--- src/rtl/core/intel_hex_record_parser_unit_macros.svh ---
// Assertion macros shared by the parser RTL.
// No dependencies; pulled in by the modules that carry assertions.
`ifndef INTEL_HEX_RECORD_PARSER_UNIT_MACROS_SVH
`define INTEL_HEX_RECORD_PARSER_UNIT_MACROS_SVH

// Same-cycle implication, disabled while reset is asserted.
`define IHEX_ASSERT_IMP(label, clk, rstn, ante, cons, msg) \
  label: assert property (@(posedge clk) disable iff (!(rstn)) (ante) |-> (cons)) \
    else $error(msg);

// Next-cycle implication, disabled while reset is asserted.
`define IHEX_ASSERT_NXT(label, clk, rstn, ante, cons, msg) \
  label: assert property (@(posedge clk) disable iff (!(rstn)) (ante) |=> (cons)) \
    else $error(msg);

`endif

--- src/rtl/core/ihex_pkg.sv ---
// Types, codes and helpers for the Intel HEX record parser.
// No dependencies; used by intel_hex_record_parser_unit.
package ihex_pkg;

  typedef enum logic [2:0] {
    KIND_DATA  = 3'd0,
    KIND_OK    = 3'd1,
    KIND_DONE  = 3'd2,
    KIND_CSUM  = 3'd3,
    KIND_COLON = 3'd4,
    KIND_TYPE  = 3'd5,
    KIND_DIGIT = 3'd6
  } kind_e;

  // Record position: start/skip, then high/low nibble of each field byte.
  typedef enum logic [3:0] {
    PH_COLON = 4'd0,
    PH_SKIP  = 4'd1,
    PH_CNT_H = 4'd2,
    PH_CNT_L = 4'd3,
    PH_AHI_H = 4'd4,
    PH_AHI_L = 4'd5,
    PH_ALO_H = 4'd6,
    PH_ALO_L = 4'd7,
    PH_TYP_H = 4'd8,
    PH_TYP_L = 4'd9,
    PH_DAT_H = 4'd10,
    PH_DAT_L = 4'd11,
    PH_CHK_H = 4'd12,
    PH_CHK_L = 4'd13
  } phase_e;

  localparam logic [7:0]  CHAR_COLON = 8'h3A;
  localparam logic [7:0]  CHAR_LF    = 8'h0A;
  localparam logic [7:0]  REC_DATA   = 8'h00;
  localparam logic [7:0]  REC_EOF    = 8'h01;
  localparam logic [7:0]  REC_EXT    = 8'h04;
  localparam logic [15:0] LINE_MAX   = 16'hFFFF;

  localparam int unsigned IN_TDATA_W  = 8;
  localparam int unsigned OUT_TDATA_W = 96;

  typedef struct packed {
    logic       bad;
    logic [3:0] val;
  } hex_digit_t;

  function automatic hex_digit_t hex_decode(input logic [7:0] c);
    hex_digit_t r;
    r.bad = 1'b0;
    r.val = 4'd0;
    if (c >= 8'h30 && c <= 8'h39) begin
      r.val = c[3:0];
    end else if ((c >= 8'h41 && c <= 8'h46) || (c >= 8'h61 && c <= 8'h66)) begin
      r.val = c[3:0] + 4'd9;
    end else begin
      r.bad = 1'b1;
    end
    return r;
  endfunction

endpackage

--- src/rtl/core/intel_hex_record_parser_unit.sv ---
// Intel HEX record parser, top level.
// Channels: slave side takes one ASCII character per item in s_axis_tdata_i,
//   with s_axis_tlast_i marking end of stream (character then ignored).
// Master side gives at most one result per character: tuser holds the kind
//   (data byte, record ok, done with size, or one of four errors), tdata holds
//   address, data byte, image size and line number.
// Path: a character is held in the input register; its result is then
//   registered in the output register, which drives m_axis_tvalid_o.
// Throughput: one character per clock while the output register is empty or
//   m_axis_tready_i is high, set by the single decode step between the input
//   and output registers (32-bit address add plus compare).
// Stall: when m_axis_tready_i is low the result holds; one more character
//   waits in the input register, then s_axis_tready_o drops.
// Reset (async, rst_ni low) clears parse state, base address, highest address
//   and line count, and empties both registers.
// After end of stream, a type 01 record or any error the block swallows all
//   further characters without results until reset.
`include "intel_hex_record_parser_unit_macros.svh"

module intel_hex_record_parser_unit (
  input  logic        clk_i,
  input  logic        rst_ni,
  input  logic        s_axis_tvalid_i,
  output logic        s_axis_tready_o,
  input  logic [ihex_pkg::IN_TDATA_W-1:0]  s_axis_tdata_i,  // [7:0] char_code
  input  logic        s_axis_tlast_i,                        // stream_end
  output logic        m_axis_tvalid_o,
  input  logic        m_axis_tready_i,
  // [31:0] byte_address, [39:32] data_byte, [72:40] image_size,
  // [88:73] line_number, [95:89] zero
  output logic [ihex_pkg::OUT_TDATA_W-1:0] m_axis_tdata_o,
  output logic [2:0]  m_axis_tuser_o                         // [2:0] result_kind
);

  // input register
  logic       in_v_q;
  logic [7:0] in_char_q;
  logic       in_end_q;
  logic       adv;

  // parse state
  ihex_pkg::phase_e phase_q, phase_d;
  logic [3:0]  nib_q, nib_d;
  logic [7:0]  idx_q, idx_d;
  logic [7:0]  len_q, len_d;
  logic [7:0]  rkind_q, rkind_d;
  logic [15:0] offset_q, offset_d;
  logic [31:0] upper_q, upper_d;
  logic [7:0]  sum_q, sum_d;
  logic [31:0] highest_q, highest_d;
  logic [15:0] line_q, line_d;
  logic        halted_q, halted_d;

  // result of the current character
  logic              res_v;
  ihex_pkg::kind_e   res_kind;
  logic [31:0]       res_addr;
  logic [7:0]        res_data;
  logic [32:0]       res_size;
  logic [15:0]       res_line;

  // output register
  logic              out_v_q;
  ihex_pkg::kind_e   out_kind_q;
  logic [31:0]       out_addr_q;
  logic [7:0]        out_data_q;
  logic [32:0]       out_size_q;
  logic [15:0]       out_line_q;

  ihex_pkg::hex_digit_t hd;
  logic [7:0]  byte_v;
  logic [7:0]  sum_new;
  logic [7:0]  idx_inc;
  logic [31:0] data_addr;

  assign adv             = in_v_q && (!out_v_q || m_axis_tready_i);
  assign s_axis_tready_o = !in_v_q || adv;

  always_ff @(posedge clk_i or negedge rst_ni) begin
    if (!rst_ni) begin
      in_v_q <= 1'b0;
    end else if (s_axis_tvalid_i && s_axis_tready_o) begin
      in_v_q <= 1'b1;
    end else if (adv) begin
      in_v_q <= 1'b0;
    end
  end

  always_ff @(posedge clk_i) begin
    if (s_axis_tvalid_i && s_axis_tready_o) begin
      in_char_q <= s_axis_tdata_i[7:0];
      in_end_q  <= s_axis_tlast_i;
    end
  end

  assign hd        = ihex_pkg::hex_decode(in_char_q);
  assign byte_v    = {nib_q, hd.val};
  assign sum_new   = sum_q + byte_v;
  assign idx_inc   = idx_q + 8'd1;
  assign data_addr = (upper_q | {16'd0, offset_q}) + {24'd0, idx_q};

  always_comb begin
    phase_d   = phase_q;
    nib_d     = nib_q;
    idx_d     = idx_q;
    len_d     = len_q;
    rkind_d   = rkind_q;
    offset_d  = offset_q;
    upper_d   = upper_q;
    sum_d     = sum_q;
    highest_d = highest_q;
    line_d    = line_q;
    halted_d  = halted_q;
    res_v     = 1'b0;
    res_kind  = ihex_pkg::KIND_DATA;
    res_addr  = 32'd0;
    res_data  = 8'd0;
    res_size  = 33'd0;
    res_line  = line_q;

    if (!halted_q) begin
      if (in_end_q) begin
        halted_d = 1'b1;
        res_v    = 1'b1;
        res_kind = ihex_pkg::KIND_DONE;
        res_size = {1'b0, highest_q} + 33'd1;
      end else if (phase_q == ihex_pkg::PH_COLON) begin
        if (in_char_q != ihex_pkg::CHAR_COLON) begin
          halted_d = 1'b1;
          res_v    = 1'b1;
          res_kind = ihex_pkg::KIND_COLON;
          res_line = (line_q == ihex_pkg::LINE_MAX) ? line_q : line_q + 16'd1;
        end else begin
          if (line_q != ihex_pkg::LINE_MAX) line_d = line_q + 16'd1;
          sum_d   = 8'd0;
          idx_d   = 8'd0;
          phase_d = ihex_pkg::PH_CNT_H;
        end
      end else if (phase_q == ihex_pkg::PH_SKIP) begin
        if (in_char_q == ihex_pkg::CHAR_LF) phase_d = ihex_pkg::PH_COLON;
      end else if (hd.bad) begin
        halted_d = 1'b1;
        res_v    = 1'b1;
        res_kind = ihex_pkg::KIND_DIGIT;
      end else if (!phase_q[0]) begin
        // high nibble of any field byte
        nib_d   = hd.val;
        phase_d = ihex_pkg::phase_e'(phase_q + 4'd1);
      end else begin
        sum_d = sum_new;
        unique case (phase_q)
          ihex_pkg::PH_CNT_L: begin
            len_d   = byte_v;
            phase_d = ihex_pkg::PH_AHI_H;
          end
          ihex_pkg::PH_AHI_L: begin
            offset_d = {byte_v, 8'd0};
            phase_d  = ihex_pkg::PH_ALO_H;
          end
          ihex_pkg::PH_ALO_L: begin
            offset_d = {offset_q[15:8], offset_q[7:0] | byte_v};
            phase_d  = ihex_pkg::PH_TYP_H;
          end
          ihex_pkg::PH_TYP_L: begin
            rkind_d = byte_v;
            if (byte_v == ihex_pkg::REC_EOF) begin
              halted_d = 1'b1;
              res_v    = 1'b1;
              res_kind = ihex_pkg::KIND_DONE;
              res_size = {1'b0, highest_q} + 33'd1;
            end else if (byte_v != ihex_pkg::REC_DATA && byte_v != ihex_pkg::REC_EXT) begin
              halted_d = 1'b1;
              res_v    = 1'b1;
              res_kind = ihex_pkg::KIND_TYPE;
            end else begin
              if (byte_v == ihex_pkg::REC_EXT) upper_d = 32'd0;
              idx_d   = 8'd0;
              phase_d = (len_q != 8'd0) ? ihex_pkg::PH_DAT_H : ihex_pkg::PH_CHK_H;
            end
          end
          ihex_pkg::PH_DAT_L: begin
            if (rkind_q == ihex_pkg::REC_DATA) begin
              if (highest_q < data_addr) highest_d = data_addr;
              res_v    = 1'b1;
              res_kind = ihex_pkg::KIND_DATA;
              res_addr = data_addr;
              res_data = byte_v;
            end else begin
              upper_d = {upper_q[23:0], byte_v};
            end
            idx_d   = idx_inc;
            phase_d = (idx_inc == len_q) ? ihex_pkg::PH_CHK_H : ihex_pkg::PH_DAT_H;
          end
          ihex_pkg::PH_CHK_L: begin
            if (sum_new != 8'd0) begin
              halted_d = 1'b1;
              res_v    = 1'b1;
              res_kind = ihex_pkg::KIND_CSUM;
            end else begin
              if (rkind_q == ihex_pkg::REC_EXT) upper_d = {upper_q[15:0], 16'd0};
              phase_d  = ihex_pkg::PH_SKIP;
              res_v    = 1'b1;
              res_kind = ihex_pkg::KIND_OK;
            end
          end
          default: begin
            phase_d = phase_q;
          end
        endcase
      end
    end
  end

  always_ff @(posedge clk_i or negedge rst_ni) begin
    if (!rst_ni) begin
      phase_q <= ihex_pkg::PH_COLON;
    end else if (adv) begin
      phase_q <= phase_d;
    end
  end

  always_ff @(posedge clk_i or negedge rst_ni) begin
    if (!rst_ni) begin
      nib_q     <= 4'd0;
      idx_q     <= 8'd0;
      len_q     <= 8'd0;
      rkind_q   <= 8'd0;
      offset_q  <= 16'd0;
      upper_q   <= 32'd0;
      sum_q     <= 8'd0;
      highest_q <= 32'd0;
      line_q    <= 16'd0;
      halted_q  <= 1'b0;
    end else if (adv) begin
      nib_q     <= nib_d;
      idx_q     <= idx_d;
      len_q     <= len_d;
      rkind_q   <= rkind_d;
      offset_q  <= offset_d;
      upper_q   <= upper_d;
      sum_q     <= sum_d;
      highest_q <= highest_d;
      line_q    <= line_d;
      halted_q  <= halted_d;
    end
  end

  always_ff @(posedge clk_i or negedge rst_ni) begin
    if (!rst_ni) begin
      out_v_q <= 1'b0;
    end else if (adv) begin
      out_v_q <= res_v;
    end else if (m_axis_tready_i) begin
      out_v_q <= 1'b0;
    end
  end

  always_ff @(posedge clk_i) begin
    if (adv) begin
      out_kind_q <= res_kind;
      out_addr_q <= res_addr;
      out_data_q <= res_data;
      out_size_q <= res_size;
      out_line_q <= res_line;
    end
  end

  assign m_axis_tvalid_o = out_v_q;
  assign m_axis_tuser_o  = out_kind_q;
  assign m_axis_tdata_o  = {7'd0, out_line_q, out_size_q, out_data_q, out_addr_q};

  // once stopped, the parser never resumes without reset
  `IHEX_ASSERT_NXT(a_halt_sticky, clk_i, rst_ni, halted_q, halted_q, "parser left halted state")
  // errors and end of image stop the parser
  `IHEX_ASSERT_NXT(a_stop_on_final, clk_i, rst_ni,
    adv && res_v && res_kind != ihex_pkg::KIND_DATA && res_kind != ihex_pkg::KIND_OK,
    halted_q, "final result without halt")
  // a stopped parser produces no new result
  `IHEX_ASSERT_NXT(a_quiet_halted, clk_i, rst_ni, halted_q && adv, !out_v_q, "result while halted")
  // highest address covers every byte shown
  `IHEX_ASSERT_IMP(a_highest_cover, clk_i, rst_ni,
    out_v_q && out_kind_q == ihex_pkg::KIND_DATA,
    highest_q >= out_addr_q, "highest address below emitted byte")

endmodule
--- config.mk ---
export PLATFORM = sky130hd
export DESIGN_NAME = intel_hex_record_parser_unit
export DESIGN_NICKNAME = d
export VERILOG_FILES = /design/src/rtl/core/ihex_pkg.sv /design/src/rtl/core/intel_hex_record_parser_unit.sv
export VERILOG_INCLUDE_DIRS = /design/src /design/src/rtl/core
export SDC_FILE = /design/constraint.sdc
export NUM_CORES = 1
export LEC_CHECK = 0
export BUFFER_PORTS_ARGS = -buffer_cell sky130_fd_sc_hd__buf_4
export CORE_UTILIZATION = 60
export DETAILED_ROUTE_END_ITERATION = 16
export PLACE_DENSITY = 0.8
export SETUP_SLACK_MARGIN = 0.4
export SLEW_MARGIN = 15
export SYNTH_ARGS = -nofsm -noshare
export SYNTH_HDL_FRONTEND = slang
export SYNTH_SLANG_ARGS = --single-unit
--- constraint.sdc ---
create_clock -name clk_i -period 13.2 [get_ports clk_i]
set_clock_uncertainty 0.05 [all_clocks]
set_input_delay 1.98 -clock clk_i [delete_from_list [all_inputs] [get_ports clk_i]]
set_output_delay 1.98 -clock clk_i [all_outputs]
set_load 0.005 [all_outputs]
# Word-level counts from Yosys, hierarchy flattened
# Index checks and enable logic that the tools add are counted.
# Widths: inputs -> output; s select.
dict set report classes {
  n_addsub 7
  magnitude_cmp 7
  eq_ne 33
  n_mux 81
  bitwise_logic 12
  reduce_logical 36
}
# op count
set ops {}
lappend ops {{$mux 33} 7}
lappend ops {{$mux 32} 6}
lappend ops {{$pmux 32 s3} 1}
lappend ops {{$mux 8} 11}
lappend ops {{$mux 16} 5}
lappend ops {{$mux 4} 11}
lappend ops {{$add 32x1->33 const B} 1}
lappend ops {{$add 32x8->32} 1}
lappend ops {{$lt 32x32->1} 1}
lappend ops {{$or 32x16->32} 1}
lappend ops {{$pmux 16 s2} 1}
lappend ops {{$reduce_and 10->1} 3}
lappend ops {{$mux 3} 9}
lappend ops {{$pmux 4 s6} 1}
lappend ops {{$reduce_and 8->1} 3}
lappend ops {{$reduce_bool 8->1} 3}
lappend ops {{$mux 1} 23}
lappend ops {{$add 16x1->16 const B} 1}
lappend ops {{$eq 16x16->1 const B} 1}
lappend ops {{$eq 8x3->1 const B} 2}
lappend ops {{$ge 8x7->1 const B} 2}
lappend ops {{$le 8x7->1 const B} 2}
lappend ops {{$ne 16x16->1 const B} 1}
lappend ops {{$ne 2x2->1 const B} 8}
lappend ops {{41 further kinds} 71}
dict set report totals {
  regBits 240
  inputBits 13
  output_inout_bits 101
  word_cells 199
}

# Longest topological paths before layout
dict set report logic_depth {
  ltp_word 17
  depth_mapped 20
  mapped_depth_nobuf 18
}

# Worst setup path before layout
# Ideal clock, no wire load.
dict set report synth_timing {
  path_type {input -> register}
  from {in m_axis_tready_i}
  to {reg halted_q}
  setup_time_ns 0.078
  t_arrival_ns 4.708
  t_required_ns 13.072
  setup_slack_ns 8.363
  path_stages 4
  n_path_buf 0
  cell_sequence {nand2b_1 and2_1 o21ai_0 nand2_1}
}
dict set report synth_between {
  elab_chain_len 2
}
# element line_no
set synth_rtl {}
lappend synth_rtl {{start, declared} intel_hex_record_parser_unit.sv:28} ;# input logic m_axis_tready_i,
lappend synth_rtl {{$logic_or 1x1->1} intel_hex_record_parser_unit.sv:76} ;# assign adv = in_v_q && (!out_v_q || m_axis_tready_i);
lappend synth_rtl {{$logic_and 1x1->1} intel_hex_record_parser_unit.sv:76}
lappend synth_rtl {{named net adv} intel_hex_record_parser_unit.sv:39} ;# logic adv;
lappend synth_rtl {{end signal, assigned} intel_hex_record_parser_unit.sv:244} ;# halted_q <= halted_d;
lappend synth_rtl {{end, declared} intel_hex_record_parser_unit.sv:52} ;# logic halted_q, halted_d;
# The timed path passes the listed nets, and every way through them passes these cells.
# A chain may end at the register's enable or synchronous reset.

# Worst setup path in the final report
dict set report layout_timing {
  from {reg in_char_q[0]}
  to {reg upper_q[25]}
}
dict set report layout_between {
  elab_chain_len 9
  word_cells_on_any_way 28
  classes_between {add/sub (2); order compare (6); eq/ne (7); mux (4); bitwise (1); reduce/logical (8)}
}
# element line_no
set layout_rtl {}
lappend layout_rtl {{start, declared} intel_hex_record_parser_unit.sv:37} ;# logic [7:0] in_char_q;
lappend layout_rtl {{start signal, assigned} intel_hex_record_parser_unit.sv:91} ;# in_char_q <= s_axis_tdata_i[7:0];
lappend layout_rtl {{$ge 8x7->1 or $le 8x7->1 (tied branches)} ihex_pkg.sv:54} ;# end else if ((c >= 8'h41 && c <= 8'h46) || (c >= 8'h61 && c <= 8'h66)) begin
lappend layout_rtl {{$logic_and 1x1->1} ihex_pkg.sv:54}
lappend layout_rtl {{$logic_or 1x1->1} ihex_pkg.sv:54}
lappend layout_rtl {{$mux 4} ihex_pkg.sv:54}
lappend layout_rtl {{$mux 4 (*)} ihex_pkg.sv:52} ;# if (c >= 8'h30 && c <= 8'h39) begin
lappend layout_rtl {{named net byte_v[0]} intel_hex_record_parser_unit.sv:71} ;# logic [7:0] byte_v;
lappend layout_rtl {{$add 8x8->8 (tied with other cells)} intel_hex_record_parser_unit.sv:98} ;# assign sum_new = sum_q + byte_v;
lappend layout_rtl {{$reduce_bool 8->1 or $logic_and 1x1->1 (tied branches)} {intel_hex_record_parser_unit.sv:195, intel_hex_record_parser_unit.sv:171}}
lappend layout_rtl {{$ne 2x2->1 (no source line)} --}
lappend layout_rtl {{$reduce_and 14->1 (no source line) (*)} --}
lappend layout_rtl {{end signal, assigned} intel_hex_record_parser_unit.sv:240} ;# upper_q <= upper_d;
lappend layout_rtl {{end, declared} intel_hex_record_parser_unit.sv:48} ;# logic [31:0] upper_q, upper_d;
# The timed path passes the listed nets; every way through them passes the cells marked *.

==> results.rst <==
.. list-table::
   :header-rows: 1

   * - Metric
     - Value
   * - Outcome
     - finished, final reports clean
   * - Total power after layout
     - 0.00153 W
   * - Port buffer count
     - 106
   * - Vias after detailed routing
     - 9359
   * - Startpoint of the tightest hold check path
     - rkind_q[5]
   * - Post-synthesis to final-layout area growth
     - 14.1%
   * - Worst min-delay path class
     - reg2reg
   * - Number of H-tree branching levels
     - 1
   * - Count of hold-fix buffers inserted at cts
     - 0
   * - Core Util, Final
     - slightly above 70%
   * - Kind of end point of the critical path
     - flop
   * - Placer Congestion
     - 0.882
   * - TNS Setup
     - 0 ps
   * - Synth Area in XOR/XNOR
     - 6.97%
   * - WL met2
     - 13700 um
   * - Mapped cell area
     - 0.0127 mm2
   * - Worst slew margin
     - 31.9%
   * - Dominant synthesized flop cell
     - dfrtp_1
   * - Max Buffers Root-to-Sink
     - 3
   * - HPWL after detailed placement
     - 19600 um
   * - Critical path arrival
     - roughly 5400 ps
   * - Asr flop ratio synth
     - 57.9%
   * - FILL cells
     - 1492
   * - Max-slew violation total from the final report
     - 0
   * - Worst r2r path cells
     - 16
   * - Hold violation count in the final report
     - 0
   * - Count of max-cap constraint violations
     - 0
   * - Minimum setup slack after placement
     - a little over 8000 ps
   * - Top cell type's share of synthesized area
     - between 20% and 30%
   * - Clock input transition at the sequential cells of the worst setup and hold paths
     - 60 ps
   * - Initial cell density of the core
     - 62.0%
   * - Post-Synth Adder-Cell Area
     - 5.54%
   * - Number of primary I/O pins
     - 114
   * - Post-synthesis instance total
     - 1215
   * - Wire length per cell after detailed routing
     - around 17 um
   * - Combinational family with the most area after synthesis
     - simple AND/OR/NAND/NOR gates
   * - Number of placement rows
     - 52
   * - DIE HEIGHT
     - 147 um
   * - Static leakage
     - 6.41 nW
   * - Fraction of layout cells with a size suffix above 1
     - around 15%
   * - Number of remaining DRC errors
     - 0
   * - WL met1
     - around 12000 um
   * - Final critical delay including setup and external delays
     - between 5000 and 6000 ps
   * - R2r endpoint
     - upper_q[25]
   * - Biggest area consumer among synthesized cells
     - dfrtp_1
   * - Largest voltage drop on the vdd net
     - 0.000102 V
   * - First-pass GRT wire length
     - around 46000 um
   * - Final global-route overflow total
     - 0
   * - Fraction of the yosys area taken by sequential cells
     - 51.3%
   * - R2R Setup Slk
     - 8150 ps
   * - Count of TritonRoute iterations in the first routing pass
     - 7
   * - FF+latch count, synth
     - 240
   * - DRT iter0 DRCs
     - approximately 550
   * - Clock Sink Count
     - 240
   * - Power Density
     - 106 mW/mm2
   * - Synth Area in Simple Gates
     - 16.9%
   * - Period utilization
     - 38.2%
   * - Number of global-route vias before repair
     - 9065
   * - Post-cts resize count
     - 0
   * - Number of antenna violations at the first check in global routing
     - 0
   * - Critical path capture point
     - upper_q[25]
   * - Number of post-CTS setup repair buffers
     - 0
   * - Total routed wirelength
     - 27800 um
   * - Area contributors post-synth
     - dfrtp_1, edfxtp_1, ha_1
   * - CP Launch Point
     - in_char_q[0]
   * - Startpoint of the most critical register-to-register path
     - in_char_q[0]
   * - Number of nets in the final layout
     - roughly 1400
   * - Count of distinct cell types in the synthesized netlist
     - 77
   * - Antenna cell count
     - 0
   * - Global router's overall resource usage
     - 26.1%
   * - Path type of the worst setup path
     - reg2reg
   * - Core area
     - 0.0205 mm2
   * - Least-Margin Pin Slew
     - 1020 ps
   * - Slack of the critical path
     - 8150 ps
   * - Critical path peak fanout
     - 32
   * - CTS tree
     - built
   * - Startpoint types
     - flop
   * - Clock buffers created by TritonCTS
     - 25
   * - Highest Clock Rate
     - 198 MHz
   * - Largest net degree at the start of global routing
     - between 80 and 90
   * - Die W
     - 147 um
   * - Multiplexer share of the synthesized area
     - 6.48%
   * - Detailed-route vias per instance
     - 5.84
   * - Top metal layer carrying routed signals
     - met4
   * - Die ar.
     - approximately 0.022 mm2
   * - Final setup violating endpoints
     - 0
   * - Required @ worst endpoint
     - 13550 ps
   * - Wire length on met3
     - 1620 um
   * - Clock Root Buffer
     - clkbuf_16
   * - Source-to-sink clock delay at the later pin of the worst-skew pair
     - between 500 and 600 ps
   * - Number of enable flip-flop cells after synthesis
     - 101
   * - Count of nets left with antenna violations after detail routing
     - 0
   * - Post-synthesis compound-gate area fraction
     - between 8 and 9%
   * - Post-Syn Area per Cell
     - 10.5 um2
   * - Yosys synthesis warning count
     - 0
   * - Setup repair after global routing missed its margin
     - no
## synth_stat cells, types with 12 or more instances
cell,instances
nor2_1,170
nand2_1,90
or2_2,18
inv_1,71
edfxtp_1,101
nor3_1,31
and3_1,12
o21ai_0,49
mux2_2,15
dfrtp_1,139
nand4_1,21
ha_1,53
xor2_1,41
xnor2_1,60
nor4_1,20
mux2_1,16
a21o_1,17
nand3_1,42
a21oi_1,34
mux2i_1,46
clkbuf_1,30
## cell usage in the layout (no fill, tap or decap), types with 6 or more instances in the layout
cell | Yosys | routed
inv_1 | 71 | 71
and3_1 | 12 | 12
mux2i_1 | 46 | 46
clkbuf_16 | 0 | 27
o21ai_0 | 49 | 49
ha_1 | 53 | 53
mux2_2 | 15 | 15
nand3_1 | 42 | 42
conb_1 | 1 | 7
dfrtp_1 | 139 | 139
nor3_1 | 31 | 30
xnor2_1 | 60 | 60
a21oi_1 | 34 | 34
xor2_1 | 41 | 41
nand4_1 | 21 | 21
mux2_1 | 16 | 16
a22o_1 | 7 | 7
or2_2 | 18 | 18
nor2_1 | 170 | 170
nand2b_1 | 10 | 10
a31oi_1 | 6 | 6
buf_4 | 8 | 115
edfxtp_1 | 101 | 101
clkbuf_1 | 30 | 8
nor2b_1 | 7 | 7
nor4_1 | 20 | 19
nand2_1 | 90 | 90
o22ai_1 | 6 | 6
or3_1 | 8 | 8
or4_1 | 7 | 7
a21o_1 | 17 | 17
## critical path: stages, from the launching register on
cell and delay (ps):
edfxtp_1 470, inv_1 120, ha_1 170, inv_1 40, o311a_1 470, mux2i_2 460
inv_2 170, ha_1 250, fa_1 410, a211oi_1 330, or4b_2 200, nand4_1 110
nor4_1 300, a31oi_1 240, and4bb_1 320, buf_4 400, mux2_1 390
## kinds of logic (layout without fill, tap and decap cells)
logic type,Yosys count,after routing
and+or+nand+nor,455,455
DFF,240,240
AOI/OAI and AO/OA,163,163
buffers and inverters,122,233
xor gates and xnor gates,101,101
muxes,78,78
adders and majority gates,55,55
other,1,7
## metrics by stage
step	area, um2	hold WS [ps]	std cells
after floorplan	12700	400	1221
after global placement	13700	417	1557
after detailed placement	13700	427	1557
after CTS	14500	441	1602
after global routing	14500	475	1602
final	14500	440	1602
## registers in the layout, summed over array words and instances, names as in the netlist
| register | cells |
|---|---|
| halted_q | 1 |
| highest_q | 32 |
| idx_q | 8 |
| in_char_q | 8 |
| in_end_q | 1 |
| in_v_q | 1 |
| len_q | 8 |
| line_q | 16 |
| m_axis_tuser_o | 3 |
| m_axis_tvalid_o | 1 |
| nib_q | 4 |
| offset_q | 16 |
| out_addr_q | 32 |
| out_data_q | 8 |
| out_line_q | 16 |
| out_size_q | 33 |
| phase_q | 4 |
| rkind_q | 8 |
| sum_q | 8 |
| upper_q | 32 |
## area by class of cell
class / count / area, um2 / area share (%)
clock inverter: 10 / 100 / 0.691
sequential: 240 / 6510 / 44.9
tap: 270 / 338 / 2.33
multi-input combinational: 859 / 5700 / 39.3
clock buffer: 35 / 706 / 4.87
inverter: 73 / 274 / 1.89
timing repair buffer: 115 / 863 / 5.96
## how the worst min path moves through the flow
stage / cells past startpoint / endpoint / slack [ps]
floorplan: 2 / rkind_q[5] / 400
global placement: 2 / rkind_q[5] / 420
global route: 2 / offset_q[4] / 470
CTS: 2 / rkind_q[7] / 440
finish: 2 / rkind_q[5] / 440
detailed placement: 2 / rkind_q[7] / 430
## power by group
part	switching, W	total (W)	internal [W]	leakage, nW
clock	0.000283	0.000694	0.000411	0.393
sequential	0.00000505	0.000795	0.000790	2.70
combinational	0.0000253	0.0000425	0.0000172	3.32
## layer usage
metal,global-route usage [%],vias up
li1,-,4466
met3,3.89,55
met5,0,-
met2,45.3,302
met4,7.73,0
met1,34.1,4536
Note: power is estimated with default switching activity, not from simulation.
